## config.mk

```make
export PLATFORM = sky130hd
export DESIGN_NAME = two_wheel_pi_wall_follower_core
export DESIGN_NICKNAME = d
export VERILOG_FILES = /design/src/hw/rtl/twpwf_pkg.sv /design/src/hw/rtl/twpwf_ctrl.sv /design/src/hw/rtl/twpwf_dp.sv /design/src/hw/rtl/two_wheel_pi_wall_follower_core.sv
export SDC_FILE = /design/constraint.sdc
export NUM_CORES = 2
export LEC_CHECK = 0
export BUFFER_PORTS_ARGS = -buffer_cell sky130_fd_sc_hd__buf_2
export CORE_AREA = 4 4 308 219
export CTS_CLUSTER_DIAMETER = 150
export CTS_CLUSTER_SIZE = 16
export DETAILED_ROUTE_END_ITERATION = 8
export DIE_AREA = 0 0 312 223
export GPL_ROUTABILITY_DRIVEN = 0
export PLACE_DENSITY_LB_ADDON = 0.25
export SYNTH_ARGS = -nofsm -noshare
export SYNTH_HDL_FRONTEND = slang
export SYNTH_SLANG_ARGS = --single-unit
```

## constraint.sdc

```tcl
create_clock -name clk -period 11.8 [get_ports clk]
set_clock_uncertainty 0.05 [all_clocks]
set_input_delay 0.59 -clock clk [delete_from_list [all_inputs] [get_ports clk]]
set_output_delay 0.59 -clock clk [all_outputs]
set_load 0.005 [all_outputs]
```

## src/hw/rtl/twpwf_pkg.sv

```systemverilog
`default_nettype none

package twpwf_pkg;

  // Field widths
  localparam int unsigned WORD_W   = 16;
  localparam int unsigned PROD_W   = 2 * WORD_W;
  localparam int unsigned SUM_W    = PROD_W + 1;
  localparam int unsigned CASE_W   = 2;
  localparam int unsigned IDX_W    = 3;
  localparam int unsigned IN_DATA_W  = 3 * WORD_W;
  localparam int unsigned OUT_DATA_W = 3 * WORD_W;

  // Gains are signed fixed point with this many fraction bits
  localparam int unsigned GAIN_FRAC_BITS = 8;
  // Added to negative products so the shift truncates toward zero
  localparam logic signed [PROD_W-1:0] SCALE_BIAS = PROD_W'((1 << GAIN_FRAC_BITS) - 1);

  // Range bands (exclusive limits)
  localparam logic [WORD_W-1:0] BAND_NEAR_LO = 16'd1000;
  localparam logic [WORD_W-1:0] BAND_MID     = 16'd1900;
  localparam logic [WORD_W-1:0] BAND_FAR_HI  = 16'd2500;

  // Forced left targets
  localparam logic signed [WORD_W-1:0] TARGET_NEAR = 16'sd30;
  localparam logic signed [WORD_W-1:0] TARGET_FAR  = 16'sd5;

  localparam logic signed [SUM_W-1:0] SAT_MAX = SUM_W'(32767);
  localparam logic signed [SUM_W-1:0] SAT_MIN = -SUM_W'(32768);

  // Configuration register indexes
  typedef enum logic [IDX_W-1:0] {
    REG_PROP_GAIN     = 3'd0,
    REG_INTEG_GAIN    = 3'd1,
    REG_DIST_GAIN     = 3'd2,
    REG_BASE_SPEED    = 3'd3,
    REG_WALL_SETPOINT = 3'd4
  } cfg_reg_t;

  // Source of the left target
  typedef enum logic [CASE_W-1:0] {
    TC_REGULAR = 2'd0,
    TC_NEAR    = 2'd1,
    TC_FAR     = 2'd2
  } turn_case_t;

  // Operand pair for the shared multiplier
  typedef enum logic [2:0] {
    MS_DIST = 3'd0,
    MS_PL   = 3'd1,
    MS_IL   = 3'd2,
    MS_PR   = 3'd3,
    MS_IR   = 3'd4
  } mul_sel_t;

  // Controller to datapath commands
  typedef struct packed {
    logic     load;
    logic     mul_en;
    mul_sel_t mul_sel;
    logic     scale_en;
    logic     target_en;
    logic     err_en;
    logic     acc_en;
    logic     eff_l_en;
    logic     eff_r_en;
    logic     out_load;
  } dp_cmd_t;

  // Clamp a wide signed sum to 16 bits
  function automatic logic signed [WORD_W-1:0] sat16(input logic signed [SUM_W-1:0] v);
    logic signed [WORD_W-1:0] r;
    if (v > SAT_MAX) begin
      r = SAT_MAX[WORD_W-1:0];
    end else if (v < SAT_MIN) begin
      r = SAT_MIN[WORD_W-1:0];
    end else begin
      r = v[WORD_W-1:0];
    end
    return r;
  endfunction

endpackage

`default_nettype wire

```

## src/hw/rtl/twpwf_ctrl.sv

```systemverilog
`default_nettype none

module twpwf_ctrl
  import twpwf_pkg::*;
(
  input  wire logic clk,
  input  wire logic rst,
  input  wire logic in_valid,
  input  wire logic tick,
  output logic      in_ready,
  output logic      out_valid,
  input  wire logic out_ready,
  output dp_cmd_t   cmd
);

  typedef enum logic [3:0] {
    ST_IDLE,
    ST_DMUL,
    ST_DSCL,
    ST_TGT,
    ST_ERR,
    ST_PLMUL,
    ST_PLSCL,
    ST_ILMUL,
    ST_ILSCL,
    ST_EFFL,
    ST_PRMUL,
    ST_PRSCL,
    ST_IRMUL,
    ST_IRSCL,
    ST_EFFR,
    ST_DONE
  } state_t;

  state_t state;
  logic   accept;
  logic   out_free;

  assign in_ready = (state == ST_IDLE);
  assign accept   = in_valid && in_ready;
  assign out_free = !out_valid || out_ready;

  // Command decode
  always_comb begin
    cmd          = '0;
    cmd.mul_sel  = MS_DIST;
    cmd.load     = accept && tick;
    unique case (state)
      ST_DMUL:  begin cmd.mul_en = 1'b1; cmd.mul_sel = MS_DIST; end
      ST_TGT:   cmd.target_en = 1'b1;
      ST_ERR:   cmd.err_en = 1'b1;
      ST_PLMUL: begin cmd.mul_en = 1'b1; cmd.mul_sel = MS_PL; end
      ST_ILMUL: begin
        cmd.mul_en  = 1'b1;
        cmd.mul_sel = MS_IL;
        cmd.acc_en  = 1'b1;
      end
      ST_EFFL:  cmd.eff_l_en = 1'b1;
      ST_PRMUL: begin cmd.mul_en = 1'b1; cmd.mul_sel = MS_PR; end
      ST_IRMUL: begin
        cmd.mul_en  = 1'b1;
        cmd.mul_sel = MS_IR;
        cmd.acc_en  = 1'b1;
      end
      ST_EFFR:  cmd.eff_r_en = 1'b1;
      ST_DONE:  cmd.out_load = out_free;
      ST_DSCL, ST_PLSCL, ST_ILSCL, ST_PRSCL, ST_IRSCL: cmd.scale_en = 1'b1;
      default:  ;
    endcase
  end

  // State and output valid
  always_ff @(posedge clk) begin
    if (rst) begin
      state     <= ST_IDLE;
      out_valid <= 1'b0;
    end else begin
      if (cmd.out_load) begin
        out_valid <= 1'b1;
      end else if (out_ready) begin
        out_valid <= 1'b0;
      end
      unique case (state)
        ST_IDLE:  if (accept && tick) state <= ST_DMUL;
        ST_DMUL:  state <= ST_DSCL;
        ST_DSCL:  state <= ST_TGT;
        ST_TGT:   state <= ST_ERR;
        ST_ERR:   state <= ST_PLMUL;
        ST_PLMUL: state <= ST_PLSCL;
        ST_PLSCL: state <= ST_ILMUL;
        ST_ILMUL: state <= ST_ILSCL;
        ST_ILSCL: state <= ST_EFFL;
        ST_EFFL:  state <= ST_PRMUL;
        ST_PRMUL: state <= ST_PRSCL;
        ST_PRSCL: state <= ST_IRMUL;
        ST_IRMUL: state <= ST_IRSCL;
        ST_IRSCL: state <= ST_EFFR;
        ST_EFFR:  state <= ST_DONE;
        ST_DONE:  if (out_free) state <= ST_IDLE;
        default:  state <= ST_IDLE;
      endcase
    end
  end

endmodule

`default_nettype wire

```

## src/hw/rtl/twpwf_dp.sv

```systemverilog
`default_nettype none

module twpwf_dp
  import twpwf_pkg::*;
(
  input  wire logic                  clk,
  input  wire logic                  rst,
  input  wire logic                  cfg_we,
  input  wire logic [IDX_W-1:0]      cfg_index,
  input  wire logic [WORD_W-1:0]     cfg_data,
  input  wire logic [IN_DATA_W-1:0]  in_data,
  input  wire dp_cmd_t               cmd,
  output logic      [OUT_DATA_W-1:0] out_data,
  output logic      [CASE_W-1:0]     out_case
);

  // Configuration
  logic signed [WORD_W-1:0] prop_gain;
  logic signed [WORD_W-1:0] integ_gain;
  logic signed [WORD_W-1:0] dist_gain;
  logic signed [WORD_W-1:0] base_speed;
  logic        [WORD_W-1:0] wall_setpoint;

  // Loop state
  logic        [WORD_W-1:0] last_left_count;
  logic        [WORD_W-1:0] last_right_count;
  logic signed [WORD_W-1:0] left_error_sum;
  logic signed [WORD_W-1:0] right_error_sum;

  // Working registers
  logic signed [WORD_W-1:0] speed_l;
  logic signed [WORD_W-1:0] speed_r;
  logic signed [WORD_W-1:0] dist_err;
  logic signed [WORD_W-1:0] target_l;
  logic signed [WORD_W-1:0] err_l;
  logic signed [WORD_W-1:0] err_r;
  turn_case_t               turn_case;
  logic signed [PROD_W-1:0] prod;
  logic signed [PROD_W-1:0] scaled;
  logic signed [PROD_W-1:0] acc;
  logic signed [WORD_W-1:0] eff_l;
  logic signed [WORD_W-1:0] eff_r;

  // Result register
  logic signed [WORD_W-1:0] out_left_effort;
  logic signed [WORD_W-1:0] out_right_effort;
  logic signed [WORD_W-1:0] out_left_target;
  turn_case_t               out_turn_case;

  logic [WORD_W-1:0]        left_count;
  logic [WORD_W-1:0]        right_count;
  logic [WORD_W-1:0]        range_reading;
  turn_case_t               case_next;
  logic signed [WORD_W-1:0] mul_a;
  logic signed [WORD_W-1:0] mul_b;
  logic signed [PROD_W-1:0] prod_adj;
  logic signed [WORD_W-1:0] target_next;
  logic signed [WORD_W-1:0] err_l_next;
  logic signed [WORD_W-1:0] err_r_next;
  logic signed [SUM_W-1:0]  eff_sum;

  assign left_count    = in_data[WORD_W-1:0];
  assign right_count   = in_data[2*WORD_W-1:WORD_W];
  assign range_reading = in_data[3*WORD_W-1:2*WORD_W];

  // Band decision on the range reading
  always_comb begin
    if (range_reading > BAND_NEAR_LO && range_reading < BAND_MID) begin
      case_next = TC_NEAR;
    end else if (range_reading > BAND_MID && range_reading < BAND_FAR_HI) begin
      case_next = TC_FAR;
    end else begin
      case_next = TC_REGULAR;
    end
  end

  // Multiplier operand select
  always_comb begin
    unique case (cmd.mul_sel)
      MS_DIST: begin mul_a = dist_gain;  mul_b = dist_err;        end
      MS_PL:   begin mul_a = prop_gain;  mul_b = err_l;           end
      MS_IL:   begin mul_a = integ_gain; mul_b = left_error_sum;  end
      MS_PR:   begin mul_a = prop_gain;  mul_b = err_r;           end
      MS_IR:   begin mul_a = integ_gain; mul_b = right_error_sum; end
      default: begin mul_a = '0;         mul_b = '0;              end
    endcase
  end

  // Truncate toward zero: bias negative products before the shift
  assign prod_adj = prod + (prod[PROD_W-1] ? SCALE_BIAS : '0);

  always_comb begin
    unique case (turn_case)
      TC_NEAR: target_next = TARGET_NEAR;
      TC_FAR:  target_next = TARGET_FAR;
      default: target_next = sat16(SUM_W'(scaled) + SUM_W'(base_speed));
    endcase
  end

  assign err_l_next = target_l - speed_l;
  assign err_r_next = base_speed - speed_r;
  assign eff_sum    = SUM_W'(acc) + SUM_W'(scaled);

  // Configuration and loop state
  always_ff @(posedge clk) begin
    if (rst) begin
      prop_gain        <= '0;
      integ_gain       <= '0;
      dist_gain        <= '0;
      base_speed       <= '0;
      wall_setpoint    <= '0;
      last_left_count  <= '0;
      last_right_count <= '0;
      left_error_sum   <= '0;
      right_error_sum  <= '0;
    end else begin
      if (cfg_we) begin
        unique case (cfg_index)
          REG_PROP_GAIN:     prop_gain     <= cfg_data;
          REG_INTEG_GAIN:    integ_gain    <= cfg_data;
          REG_DIST_GAIN:     dist_gain     <= cfg_data;
          REG_BASE_SPEED:    base_speed    <= cfg_data;
          REG_WALL_SETPOINT: wall_setpoint <= cfg_data;
          default:           ;
        endcase
      end
      if (cmd.load) begin
        last_left_count  <= left_count;
        last_right_count <= right_count;
      end
      if (cmd.err_en) begin
        left_error_sum  <= left_error_sum + err_l_next;
        right_error_sum <= right_error_sum + err_r_next;
      end
    end
  end

  // Arithmetic datapath
  always_ff @(posedge clk) begin
    if (cmd.load) begin
      speed_l   <= left_count - last_left_count;
      speed_r   <= right_count - last_right_count;
      dist_err  <= wall_setpoint - range_reading;
      turn_case <= case_next;
    end
    if (cmd.mul_en) begin
      prod <= mul_a * mul_b;
    end
    if (cmd.scale_en) begin
      scaled <= prod_adj >>> GAIN_FRAC_BITS;
    end
    if (cmd.acc_en) begin
      acc <= scaled;
    end
    if (cmd.target_en) begin
      target_l <= target_next;
    end
    if (cmd.err_en) begin
      err_l <= err_l_next;
      err_r <= err_r_next;
    end
    if (cmd.eff_l_en) begin
      eff_l <= sat16(eff_sum);
    end
    if (cmd.eff_r_en) begin
      eff_r <= sat16(eff_sum);
    end
    if (cmd.out_load) begin
      out_left_effort  <= eff_l;
      out_right_effort <= eff_r;
      out_left_target  <= target_l;
      out_turn_case    <= turn_case;
    end
  end

  assign out_data = {out_left_target, out_right_effort, out_left_effort};
  assign out_case = out_turn_case;

endmodule

`default_nettype wire

```

## src/hw/rtl/two_wheel_pi_wall_follower_core.sv

```systemverilog
`default_nettype none

// Channel   Direction  Contents
// s_axis    in         tuser: tick_ready; tdata: left_count, right_count, range_reading
// m_axis    out        tuser: turn_case; tdata: left_effort, right_effort, left_target
// cfg       in         cfg_we, cfg_index (register), cfg_data (16-bit value)
//
// A request with tick_ready set runs a control step through the states ST_DMUL to ST_DONE;
// the input stays closed until the step ends and the core is back in ST_IDLE.
// One multiplier is shared by five products, each followed by a truncation state.
// A request with tick_ready clear is taken while idle and gives no result.
// rst (synchronous) clears the configuration registers, encoder history and error sums.
// A result waits in the output register; a new request is taken meanwhile and its
// result is held in the last step until the output register frees up.

module two_wheel_pi_wall_follower_core
  import twpwf_pkg::*;
(
  input  wire logic                  clk,
  input  wire logic                  rst,
  input  wire logic                  cfg_we,
  input  wire logic [IDX_W-1:0]      cfg_index,
  input  wire logic [WORD_W-1:0]     cfg_data,
  input  wire logic                  s_axis_tvalid,
  output logic                       s_axis_tready,
  input  wire logic [IN_DATA_W-1:0]  s_axis_tdata,  // left_count, right_count, range_reading
  input  wire logic                  s_axis_tuser,  // tick_ready
  output logic                       m_axis_tvalid,
  input  wire logic                  m_axis_tready,
  output logic      [OUT_DATA_W-1:0] m_axis_tdata,  // left_effort, right_effort, left_target
  output logic      [CASE_W-1:0]     m_axis_tuser   // turn_case
);

  dp_cmd_t cmd;

  twpwf_ctrl u_ctrl (
    .clk       (clk),
    .rst       (rst),
    .in_valid  (s_axis_tvalid),
    .tick      (s_axis_tuser),
    .in_ready  (s_axis_tready),
    .out_valid (m_axis_tvalid),
    .out_ready (m_axis_tready),
    .cmd       (cmd)
  );

  twpwf_dp u_dp (
    .clk       (clk),
    .rst       (rst),
    .cfg_we    (cfg_we),
    .cfg_index (cfg_index),
    .cfg_data  (cfg_data),
    .in_data   (s_axis_tdata),
    .cmd       (cmd),
    .out_data  (m_axis_tdata),
    .out_case  (m_axis_tuser)
  );

  // A control step keeps the input closed on the following cycle
  a_busy_after_step: assert property (@(posedge clk) disable iff (rst)
    (s_axis_tvalid && s_axis_tready && s_axis_tuser) |=> !s_axis_tready)
    else $error("input taken while a control step runs");

  // Reported case is always a defined code
  a_case_code: assert property (@(posedge clk) disable iff (rst)
    m_axis_tvalid |-> (m_axis_tuser == TC_REGULAR || m_axis_tuser == TC_NEAR ||
                       m_axis_tuser == TC_FAR))
    else $error("undefined turn case on output");

  // Forced bands carry their fixed left target
  a_near_target: assert property (@(posedge clk) disable iff (rst)
    (m_axis_tvalid && m_axis_tuser == TC_NEAR) |->
      (m_axis_tdata[3*WORD_W-1:2*WORD_W] == TARGET_NEAR))
    else $error("near band result with wrong left target");

  a_far_target: assert property (@(posedge clk) disable iff (rst)
    (m_axis_tvalid && m_axis_tuser == TC_FAR) |->
      (m_axis_tdata[3*WORD_W-1:2*WORD_W] == TARGET_FAR))
    else $error("far band result with wrong left target");

endmodule

`default_nettype wire

```

### Word-level counts from Yosys, hierarchy flattened

Cells that the tools add are included.

| word-level totals | value |
|---|---|
| output and inout port bits | 52 |
| bits in registers | 409 |
| word-level logic and storage cells | 115 |

| cells by class | value |
|---|---|
| $mul | 1 |
| add/sub/neg operators | 10 |
| multiplexer cells | 22 |
| eq/ne operators | 27 |
| reduce and logical (&&, ||, !) cells | 20 |
| order comparisons | 8 |

Operators with widths:

| operator | count |
|---|---|
| $pmux W16 S5 | 1 |
| $sub A16 B16 Y16 | 5 |
| $gt A33 B16 Y1 const B | 2 |
| $lt A33 B16 Y1 const B | 2 |
| $mux W16 | 4 |
| $pmux W4 S16 | 1 |
| $pmux W16 S3 | 1 |
| $add A16 B16 Y16 | 2 |
| $add A32 B8 Y32 | 1 |
| $eq A4 B4 Y1 const B | 8 |
| $mul A16 B16 Y32 | 1 |
| $pmux W16 S2 | 1 |
| $add A24 B16 Y25 | 1 |
| $add A24 B24 Y25 | 1 |
| $pmux W4 S5 | 1 |
| $eq A4 B3 Y1 const B | 4 |
| $gt A16 B10 Y1 const B | 1 |
| $gt A16 B11 Y1 const B | 1 |
| $lt A16 B11 Y1 const B | 1 |
| $lt A16 B12 Y1 const B | 1 |
| $eq A3 B2 Y1 const B | 4 |
| $reduce_and A2 Y1 | 6 |
| $mux W1 | 9 |
| $eq A4 B2 Y1 const B | 2 |
| other kinds (18) | 27 |

### Longest topological paths before layout

| depth | value |
|---|---|
| depth in word-level cells | 6 |
| depth in mapped cells | 33 |
| mapped depth without buffers | 29 |

### Cells and area by module

From an unflattened synthesis, not the netlist that was laid out.

| unflattened totals | value |
|---|---|
| cell total of the unflattened synthesis | 3348 |
| area, all modules | 32317.2 um^2 |

By module, submodules not included:

| module | area each (um^2) | cells each | times used |
|---|---|---|---|
| twpwf_dp | 31849.3 | 3293 | 1 |
| twpwf_ctrl | 467.9 | 55 | 1 |

### Worst setup path before layout

No wires, ideal clock.

| timing | value |
|---|---|
| kind | reg2reg |
| from | register u_ctrl.state[2] |
| to | register u_dp.prod[31], data pin |
| slack | 3.557 ns |
| data required time | 11.490 ns |
| path buffers | 3 |
| clock period less this slack | 8.243 ns |
| stages on the path, launching flop included | 29 |
| arrival time | 7.933 ns |
| library setup time | 0.260 ns |
| cell sequence | dfxtp_1 > buf_2 > nand2_1 > nor3_1 > or2_2 > clkbuf_2 > clkbuf_1 > and2_1 > a221o_1 > nand2_1 > fa_1 > inv_1 > fa_1 > fa_1 > fa_1 > fa_1 > inv_1 > fa_1 > inv_1 > ha_1 > a21oi_1 > o21ai_0 > a2bb2oi_1 > o311ai_0 > a31o_2 > a21oi_1 > o311ai_0 > a21oi_1 > xnor2_1 |

| on the way | value |
|---|---|
| longest elaborated chain between the ends | 6 |
| elaborated cells on any way between the ends | 16 |

RTL lines:

| what | line | RTL |
|---|---|---|
| start: declaration | twpwf_ctrl.sv:35 | `state_t state;` |
| start signal: assignment | twpwf_ctrl.sv:75 | `state <= ST_IDLE;` |
| start signal: assignment | twpwf_ctrl.sv:84 | `ST_IDLE: if (accept && tick) state <= ST_DMUL;` |
| start signal: assignment | twpwf_ctrl.sv:85 | `ST_DMUL: state <= ST_DSCL;` |
| $eq A4 B4 Y1 (tied with other cells) | twpwf_ctrl.sv:48 | `unique case (state)` |
| $pmux W4 S5 (*) | twpwf_ctrl.sv:48 |  |
| $eq A3 B2 Y1 (tied with other cells) | twpwf_dp.sv:79 | `unique case (cmd.mul_sel)` |
| $reduce_or A2 Y1 (no source line) | -- |  |
| $pmux W16 S3 | twpwf_dp.sv:79 |  |
| $mul A16 B16 Y32 (*) | twpwf_dp.sv:147 | `prod <= mul_a * mul_b;` |
| end signal: assignment | twpwf_dp.sv:147 |  |
| end: declaration | twpwf_dp.sv:38 | `logic signed [PROD_W-1:0] prod;` |

Every way passes the cells marked *; elsewhere a longest branch is shown, timed or not.
A chain may end at the register's enable or synchronous reset.

### Worst setup path in the final report

| timing | value |
|---|---|
| from | register u_ctrl.state[1] |
| to | register u_dp.prod[31], data pin |

The elaborated chain is that of the path after synthesis.

==> results.md <==
- Outcome: complete, no violations
- Leakage: 0.0147 uW
- Area growth from synthesis to layout: 7.30%
- PortBufs: 124
- Share of layout cells above drive strength 1: 6.90%
- Largest register by flop count: u_dp.prod
- Final setup viols: 0
- Yosys cell types: 90
- Clock sink count: 409
- Primary FF master, synth: edfxtp_1
- Post-synth top area cell: edfxtp_1
- Total track usage: around 22%
- Worst endpoint required time: ~12 ns
- Commonest cells after routing, fill and taps aside: 477 x inv_1, 467 x nand2_1, 289 x nor2_1, 272 x fa_1, 268 x a21oi_1
- #FFs+latches synth: 409
- Fin area: between 30,000 and 40,000 um^2
- # diodes: 0
- Fill cell count: slightly below 6k
- Router iterations before antenna repair: 6
- Initial antenna violation count: 2
- CP max-delay cell: a221oi_1
- Max reg flops: 32
- Post-DP HPWL: 62,000 um
- Max-Cap Viols: 0
- Critical Path Source: u_ctrl.state[1]
- Hold WS: ~0.20 ns
- Final hold vios: 0
- First-pass GRT wire length: 122,000 um
- # IOs: 125
- CTS Buffer Depth: 3
- Critical path's largest stage delay: 0.92 ns
- Post-CTS Resized: 0
- Num CTS Buffers: 29
- Commonest non-fill, non-tap cell in the layout: inv_1
- TritonCTS clock tree: built
- Reg clk slew, reported paths: 0.08 ns
- Worst Tran Pin Value: 1.06 ns
- Die ar.: around 70,000 um^2
- Max IR drop VDD: 0.0000983 V
- Critical path fanouts, max: between 40 and 50
- Crit path kind: flip-flop to flip-flop
- Die width: 312 um
- Residual DRC: 0
- Vias in the first global route: between 20k and 25k
- Largest delay share family, worst path: adder cells
- Average cell area after synthesis: 9.44 um^2
- Sequential cell area fraction in the yosys report: 33.8%
- Pwr Density: 104 nW/um^2
- Slew HR: 29.4%
- Pin count of the biggest net entering global routing: 85
- Most used cell, CP: fa_1
- Regs by FF count: u_dp.prod: 32 flops, u_dp.acc: 24 flops, u_dp.scaled: 24 flops
- Synth area leaders: edfxtp_1 24%, fa_1 17%, ha_1 9.5%
- Detailed-route via count: about 23k
- Synth Warn #: 0
- Cells after synthesis: 3,384
- Syn Nets: 3,972
- DR iter-0 viols: 2,085
- Cell Rows: 78
- Final worst-path cycle share: around four fifths
- Post-route ant nets: 0
- Tmin final: between 9 and 10 ns
- CP Launch Type: flip-flop
- Hold Path Class: input port to flip-flop
- Max-slew violations: 0
- Core footprint: 64,400 um^2
- Highest Clock Rate: 0.104 GHz
- Post-synth EDFFs: 260
- Height of the die: 223 um
- Clk Latency, worst-skew pair: 0.60 ns
- Post-CTS setup buffers: 0
- Reg2reg start: u_ctrl.state[1]
- Vias per Instance: between 5 and 6
- Post-layout nets: 4,057
- CP Buf/Inv Count: 6
- Gr ovfl total: 0
- Routed WL: approximately 78,000 um
- TNS Setup: 0 ns
- RSZ-0062 raised after global routing: no
- Initial Util: ~50%
- Avg WL per Cell: 17.9 um
- Placement Cell Area: 33,500 um^2
- CP Capture Type: flip-flop
- Htree depth: 1
- Yosys top cell area share: 24.4%
- Min-delay src: s_axis_tdata[5]
- Cell Area, Synth: 32,000 um^2
- Clock tree root driver cell: clkbuf_16
- Fraction of registers with async set/reset: 0%
- CP arrival: 9.86 ns
- Cts hold-fix bufs: 0
cell families after synthesis:
family	after synthesis	share of synthesized area, %
compound gates	667	13.5
xor+xnor	170	4.66
fa+ha+maj	515	26.6
buf+inv	577	6.92
flops	409	33.8
mux	5	0.164
simple gates	1041	14.4
area by class of cell:
type / instances / area, um^2 / area share [%]
multi-input combinational: 2398 / 19000 / 55.4
sequential: 409 / 10800 / 31.5
inverter: 479 / 1800 / 5.24
tap: 840 / 1050 / 3.07
timing repair buffer: 152 / 833 / 2.43
clock buffer: 51 / 808 / 2.36
clock inverter: 2 / 17.5 / 0.0511
worst reg2reg max path: cells and delay by family, from the launching register on:
family                   cells  cell delay [ns]
AO/OA/AOI/OAI               10             2.98
buffers and inverters        6             0.79
XOR/XNOR                     1             0.08
AND/OR/NAND/NOR              5             1.41
adder cells (fa/ha/maj)      7             3.44
flip-flops                   1             0.59
report_power, final:
part	internal, uW	leakage, uW	total, uW	switching, uW
Sequential	1620	0.00357	1690	61.6
Combinational	367	0.0107	927	561
Clock	464	0.000392	951	487
path summary, 6_finish.rpt:
kind	to	cells after the start	slack, ns
worst min-delay path	u_dp.last_left_count[5]	3	0.20
worst min register to register	u_dp.out_left_effort[10]	0	0.36
worst max-delay path	u_dp.prod[31]	29	2.21
worst max register to register	u_dp.prod[31]	29	2.21
synthesized netlist by cell type (all sizes together) (16+ instances only):
master	number
nand3	50
a221oi	17
nor3	51
a21o	43
fa	272
edfxtp	260
and3	21
a211oi	17
dfxtp	149
xnor2	126
o21ai	104
nor2	290
a22oi	32
and2	27
o21a	22
xor2	44
nand2	467
nand2b	16
buf	21
clkbuf	77
a21oi	271
a31oi	17
o21bai	19
ha	243
nor2b	37
nand4	17
inv	478
per-stage QoR:
step / utilization, % / power, uW / worst slack [ns] / std cells
global route: 53.2 / 3790 / 1.40 / 4331
detailed placement: 51.9 / 2640 / 2.34 / 4278
CTS: 53.2 / 3590 / 2.33 / 4331
global placement: 51.9 / 2630 / 2.51 / 4278
floorplan: - / 2390 / 3.56 / 3384
finish: 53.2 / 3570 / 2.21 / 4331
metal layers:
layer	part of all wire [%]	global-route usage, %	up-vias
met3	11	6.99	74
li1	-	-	11556
met1	49	34.3	10976
met2	38	30.1	808
met4	1.6	3.40	0
met5	0	0	-
Note: power is estimated with default switching activity, not from simulation.
